### config.mk
export PLATFORM = sky130hd
export DESIGN_NAME = kbf_regs
export DESIGN_NICKNAME = d
export VERILOG_FILES = /design/src/rtl/core/keypoint_brightness_filter_assert.svh /design/src/rtl/core/kbf_pkg.sv /design/src/rtl/core/kbf_regs.sv
export SDC_FILE = /design/constraint.sdc
export NUM_CORES = 1
export LEC_CHECK = 0
export ABC_AREA = 1
export BUFFER_PORTS_ARGS = -buffer_cell sky130_fd_sc_hd__buf_2
export CAP_MARGIN = 20
export CORE_UTILIZATION = 49
export CTS_CLUSTER_DIAMETER = 120
export DETAILED_ROUTE_END_ITERATION = 10
export PLACE_DENSITY = 0.85
export SLEW_MARGIN = 5
export SYNTH_ARGS = -nofsm -noshare
export SYNTH_HDL_FRONTEND = slang
export SYNTH_SLANG_ARGS = --single-unit
### constraint.sdc
create_clock -name i_clk -period 2 [get_ports i_clk]
set_input_delay 0.2 -clock i_clk [delete_from_list [all_inputs] [get_ports i_clk]]
set_output_delay 0.2 -clock i_clk [all_outputs]
set_load 0.02 [all_outputs]
### src/rtl/core/keypoint_brightness_filter_assert.svh
// Assertion macros shared by the keypoint brightness filter RTL.
// No dependencies; included inside module bodies.
`ifndef KEYPOINT_BRIGHTNESS_FILTER_ASSERT_SVH
`define KEYPOINT_BRIGHTNESS_FILTER_ASSERT_SVH

// Consequent must hold in the same cycle as the antecedent.
`define KBF_ASSERT_SAME(label, clk, rst_n, ante, cons) \
    label: assert property (@(posedge clk) disable iff (!rst_n) (ante) |-> (cons)) \
        else $error("keypoint brightness filter: assertion failed");

// Consequent must hold in the cycle after the antecedent.
`define KBF_ASSERT_NEXT(label, clk, rst_n, ante, cons) \
    label: assert property (@(posedge clk) disable iff (!rst_n) (ante) |=> (cons)) \
        else $error("keypoint brightness filter: assertion failed");

`endif

### src/rtl/core/kbf_pkg.sv
// Shared types and constants of the keypoint brightness filter.
// No dependencies; used by kbf_regs and keypoint_brightness_filter.
package kbf_pkg;

    localparam int IMAGE_SIDE_DEF = 160;

    // Configuration port: five 32-bit registers at word addresses.
    localparam int CFG_AW = 5;

    localparam logic [2:0] REG_RATIO  = 3'd0;
    localparam logic [2:0] REG_BRIGHT = 3'd1;
    localparam logic [2:0] REG_HALF   = 3'd2;
    localparam logic [2:0] REG_CFIRST = 3'd3;
    localparam logic [2:0] REG_CEND   = 3'd4;

    localparam logic [7:0] RATIO_RST  = 8'd12;
    localparam logic [7:0] BRIGHT_RST = 8'd140;
    localparam logic [5:0] HALF_RST   = 6'd16;
    localparam logic [7:0] CFIRST_RST = 8'd58;
    localparam logic [7:0] CEND_RST   = 8'd102;

    localparam logic [5:0] HALF_MAX = 6'd32;

    typedef struct packed {
        logic [7:0] ratio;
        logic [7:0] bright;
        logic [5:0] half;
        logic [7:0] cfirst;
        logic [7:0] cend;
    } t_cfg;

endpackage

### src/rtl/core/kbf_regs.sv
// Configuration register file of the keypoint brightness filter (APB-style port).
// Depends on kbf_pkg for register indexes, reset values and the t_cfg struct.
module kbf_regs (
    input  logic                       i_clk,
    input  logic                       i_rst_n,
    input  logic                       i_psel,
    input  logic                       i_penable,
    input  logic                       i_pwrite,
    input  logic [kbf_pkg::CFG_AW-1:0] i_paddr,
    input  logic [31:0]                i_pwdata,
    output logic [31:0]                o_prdata,
    output kbf_pkg::t_cfg              o_cfg,
    output logic                       o_center_clr
);
    import kbf_pkg::*;

    t_cfg       r_cfg;
    logic       wr_en;
    logic [2:0] idx;

    assign idx   = i_paddr[CFG_AW-1:2];
    assign wr_en = i_psel && i_penable && i_pwrite;

    always_ff @(posedge i_clk) begin
        if (!i_rst_n) begin
            r_cfg.ratio  <= RATIO_RST;
            r_cfg.bright <= BRIGHT_RST;
            r_cfg.half   <= HALF_RST;
            r_cfg.cfirst <= CFIRST_RST;
            r_cfg.cend   <= CEND_RST;
        end else if (wr_en) begin
            case (idx)
                REG_RATIO:  r_cfg.ratio  <= i_pwdata[7:0];
                REG_BRIGHT: r_cfg.bright <= i_pwdata[7:0];
                REG_HALF:   r_cfg.half   <= i_pwdata[5:0];
                REG_CFIRST: r_cfg.cfirst <= i_pwdata[7:0];
                REG_CEND:   r_cfg.cend   <= i_pwdata[7:0];
                default: ;
            endcase
        end
    end

    // Moving the center square makes the cached center sum stale.
    assign o_center_clr = wr_en && ((idx == REG_CFIRST) || (idx == REG_CEND));

    always_comb begin
        case (idx)
            REG_RATIO:  o_prdata = {24'd0, r_cfg.ratio};
            REG_BRIGHT: o_prdata = {24'd0, r_cfg.bright};
            REG_HALF:   o_prdata = {26'd0, r_cfg.half};
            REG_CFIRST: o_prdata = {24'd0, r_cfg.cfirst};
            REG_CEND:   o_prdata = {24'd0, r_cfg.cend};
            default:    o_prdata = 32'd0;
        endcase
    end

    assign o_cfg = r_cfg;

endmodule

Yosys cells after proc, flatten, opt, wreduce, memory -nomap -nowiden
Index checks and enable logic that the tools add are counted.

Memories kept: 0. Memory bits (writable): 0. Input bits: 42. Output and inout port bits: 71. Bits in registers: 38. Logic and storage cells: 20. Bits in read-only memories: 0. Bits in latches: 0.

$add $sub $neg: 0. Divide/modulo/power cells: 0. Shifts and indexed selects: 0. Reductions and logical operators: 10. $mul: 0. Magnitude comparators: 0. Muxes and demuxes: 1. Bitwise operators: 0. Equal/unequal tests: 4.

Operators with widths (number): 8-bit case mux with 5 select lines (1); 2-bit AND reduction (5); 3-bit by 2-bit equality test with 1-bit output, second input constant (2); 3-bit by 1-bit equality test with 1-bit output, second input constant (1); 3-bit equality test, second input constant (1); 1-bit logical AND (3); 3-bit logical NOT (1); 1-bit logical OR (1).

Logic depth before layout (Yosys ltp)
Word-level depth: 3. Depth in mapped cells: 9. Gate-level depth less buffers: 7.

Worst setup path after synthesis
Ideal clock, no wire load.

Kind: input-to-output. Start point: input port i_paddr[4] (netlist bit). End point: output port o_prdata[6]. Data arrival time: 1.015 ns. Slack: 0.785 ns. Required time: 1.800 ns. Cell stages on the path: 9. Buffers on the path: 2. Path through: buf_6 inv_4 buf_12 nand2_4 nor2_8 nand2_1 nand2_1 inv_1 nand2_1.

Longest elaborated chain between the ends: 2. Elaborated cells on any way between the ends: 6. Those cells by class: eq/ne (4); mux (1); reduce/logical (1).

RTL lines: from (decl) (line kbf_regs.sv:9) `input logic [kbf_pkg::CFG_AW-1:0] i_paddr,`; 3-bit equality test, or another cell as far along (line kbf_regs.sv:47) `case (idx)`; 8-bit case mux with 5 select lines * (line kbf_regs.sv:47); to (decl) (line kbf_regs.sv:11) `output logic [31:0] o_prdata,`.

Every way passes the cells marked *; elsewhere a longest branch is shown, timed or not.

Worst setup path after layout
Start point: input port i_paddr[3] (netlist bit). End point: output port o_center_clr.

Longest elaborated chain between the ends: 3. Elaborated cells on any way between the ends: 4. Those cells by class: eq/ne (2); reduce/logical (2).

RTL lines: 3-bit by 2-bit equality test with 1-bit output or 3-bit equality test (tied branches) (line kbf_regs.sv:44) `assign o_center_clr = wr_en && ((idx == REG_CFIRST) || (idx == REG_CEND));`; 1-bit logical OR * (line kbf_regs.sv:44); 1-bit logical AND * (line kbf_regs.sv:44); to (decl) (line kbf_regs.sv:13) `output logic o_center_clr`.

Marked as above.

==> results.md <==
- Drc violations: 0
- Initial antenna violation count: 0
- Setup violators final: 0
- Final hold slack: 0.135 ns
- Starting Density: 51.0%
- Hold crit path type: in2reg
- Final worst path period need: 1.63 ns
- Clock sinks: 38
- R2r setup slk: 1.38 ns
- Setup TNS: 0 ns
- CTS tree: done
- WHS Endpoint: o_cfg[29]
- Dpl ws: 0.377 ns
- First-pass GRT wire length: 8650 um
- Max-slew headroom: 57.0%
- Deepest clock path buffer count: 2
- Max reg flops: 38
- CP max stage delay: 0.24 ns
- Post-Synth XOR/XNOR Area: 0%
- Total of warnings raised by yosys: 0
- Antenna-violating nets left: 0
- Reg2reg start: o_cfg[8]
- HP Start: i_pwdata[7]
- Final wirelength: 5330 um
- Top delay family on crit path: simple AND/OR/NAND/NOR gates
- FF/Latch Area: 761 um2
- CP Data Required Time: 1.80 ns
- Site row count: 24
- Fill cell count: 428
- Final Max Tran Viols: 0
- Via count: 2186
- Final Cycle Share: 81.3%
- Synth top area share: 34.2%
- Drt wl/cell: 12.0 um
- Num CTS Buffers: 5
- I/O pin count: 113
- Die area: 4810 um2
- Status: finished, final reports clean
- Antenna Cells: 0
- Startpoint types: input pin
- Top post-synthesis cells by area: dfxtp_1 34%, nand2_1 17%, nor2_1 9.8%, nand3_1 9.7%, buf_4 9.1%
- Die Y: 69.3 um
- Sequential element share of the synthesized area: 34.2%
- Compound-cell area share of the yosys netlist: 0.225%
- Clk root buf: clkbuf_8
- Pwr dens: 644 nW/um2
- Worst slew pin tran: 0.645 ns
- LEAKAGE: 1.37 nW
- Worst vdd ir: 0.416 mV
- Crit Path Class: in2out
- Final count of hold timing violations: 0
- Synth Cell Area: 2220 um2
- Arrival time worst endpoint: 1.43 ns
- CP max-delay cell: inv_1
- Cell taking the most area after synthesis: dfxtp_1
- CORE AREA: 4350 um2
- Multi-input logic area: 1170 um2
- Unique masters post-synth: 22
- Post-Synth Adder-Cell Area: 0%
- Mean Syn Cell Area: 6.75 um2
- Worst skew pair latency: 0.29 ns
- RSZ-0062 raised after global routing: no
- Post-synthesis simple-gate area fraction: 48.5%
- Buffer and inverter count on the worst path: 3
- Setup Fix Bufs, Post-CTS: 0
- Cell breakdown of the critical path: buf_2, inv_1, nand2_2, nor2_8, nand2_1, nand2_1, buf_2
- Routed vias/inst: 4.93
- Worst reg2reg path endpoint: o_cfg[8]
- Port Buffers: 62
- Main combinational cell family by area after synthesis: simple AND/OR/NAND/NOR gates
- Vias in the first global route: 1830
- Yosys reg bits: 38
- Mux cell area share after synthesis: 0%
- H-tree depth: 2
- Placer Congestion: 0.905
- Max Clock Skew: 0 ns
- Fin nets: 432
- Worst-path clk slew: 0.07 ns
- CP max FO: 12
- Post-CTS Resized: 0
- Gr ovfl total: 0
- Layout area overhead: 15.0%
- DIE WIDTH: 69.3 um
- Final Core Density: 58.7%
- Hold_buf cts: 0
- Crit path depth: 7
- Largest net degree at the start of global routing: 39
- Depth of the worst register-to-register path: 2
- Hold-critical path depth: 3
- Cells after synthesis: 329
- Maxcap violations: 0
- Worst setup EP type: primary output
- Iteration-0 DRC Markers: 163
- Dpl hpwl: 3920 um
- Pre-Repair DR Iteration Count: 5
- Final worst-path setup slack: 0.374 ns
- Share of layout cells above drive strength 1: 24.3%
- F_max: 615 MHz
- All-Layer GR Usage: 22.7%
[per-layer routing]
metal / GRT usage, % / vias to the layer above / wire, um
li1: - / 1102 / -
met1: 28.4 / 967 / 2180
met2: 37.0 / 103 / 2570
met3: 5.67 / 14 / 435
met4: 9.52 / 0 / 148
met5: 0 / - / 0
[power breakdown]
group / leakage, nW / switching (mW) / internal (mW)
Combinational: 1.00 / 0.191 / 0.0644
Sequential: 0.307 / 0.00752 / 0.766
Clock: 0.0575 / 0.269 / 0.348
Total: 1.37 / 0.467 / 1.18
[cell type report]
class / count / area share [%]
clock buffer: 8 / 4.31
inverter: 24 / 3.62
multi-input combinational: 253 / 45.9
sequential: 38 / 29.8
tap: 52 / 2.55
timing repair buffer: 68 / 13.9
[per-stage QoR]
| stage | power [mW] | std cells | instance area [um2] |
|---|---|---|---|
| global route | 1.71 | 443 | 2560 |
| floorplan | 1.02 | 352 | 2310 |
| detailed placement | 1.04 | 435 | 2450 |
| global placement | 1.04 | 435 | 2450 |
| finish | 1.65 | 443 | 2560 |
| CTS | 1.66 | 443 | 2560 |
[placed cells by master, fill, tap and decap left out]
master and n:
nand3_1 43, o21ai_0 1, nand3_4 3, inv_1 21
inv_2 2, nor2_8 2, nor2_4 7, nand2_4 1
nor2_1 58, buf_4 6, buf_2 62, dfxtp_1 38
clkbuf_8 8, inv_4 1, nand2_2 2, nand3_2 1
nand4_1 9, conb_1 24, nand2_1 102
[worst max path at each step]
stage                           from      endpoint  slack [ns]
after floorplan           i_paddr[4]   o_prdata[6]        0.78
after global placement    i_paddr[3]  o_center_clr        0.42
after detailed placement  i_paddr[3]  o_center_clr        0.38
after CTS                 i_paddr[3]  o_center_clr        0.37
after global routing      i_paddr[3]  o_center_clr        0.26
final                     i_paddr[3]  o_center_clr        0.37
[cells in the mapped netlist (all sizes together)]
cell,number
dfxtp,38
buf,35
nor2,67
inv,24
nand3,47
nand2,105
o21ai,1
clkbuf,2
conb,1
nand4,9
[logic make-up (layout without fill, tap and decap cells)]
family | after synthesis | after routing
buf+inv | 61 | 100
flops | 38 | 38
simple gates | 228 | 228
other cells | 1 | 24
compound gates | 1 | 1
[tightest hold or removal path: stages]
cell and delay, ns:
buf_2 0.09, nand2_1 0.05, nand3_1 0.06
(Power assumes the default switching activity.)
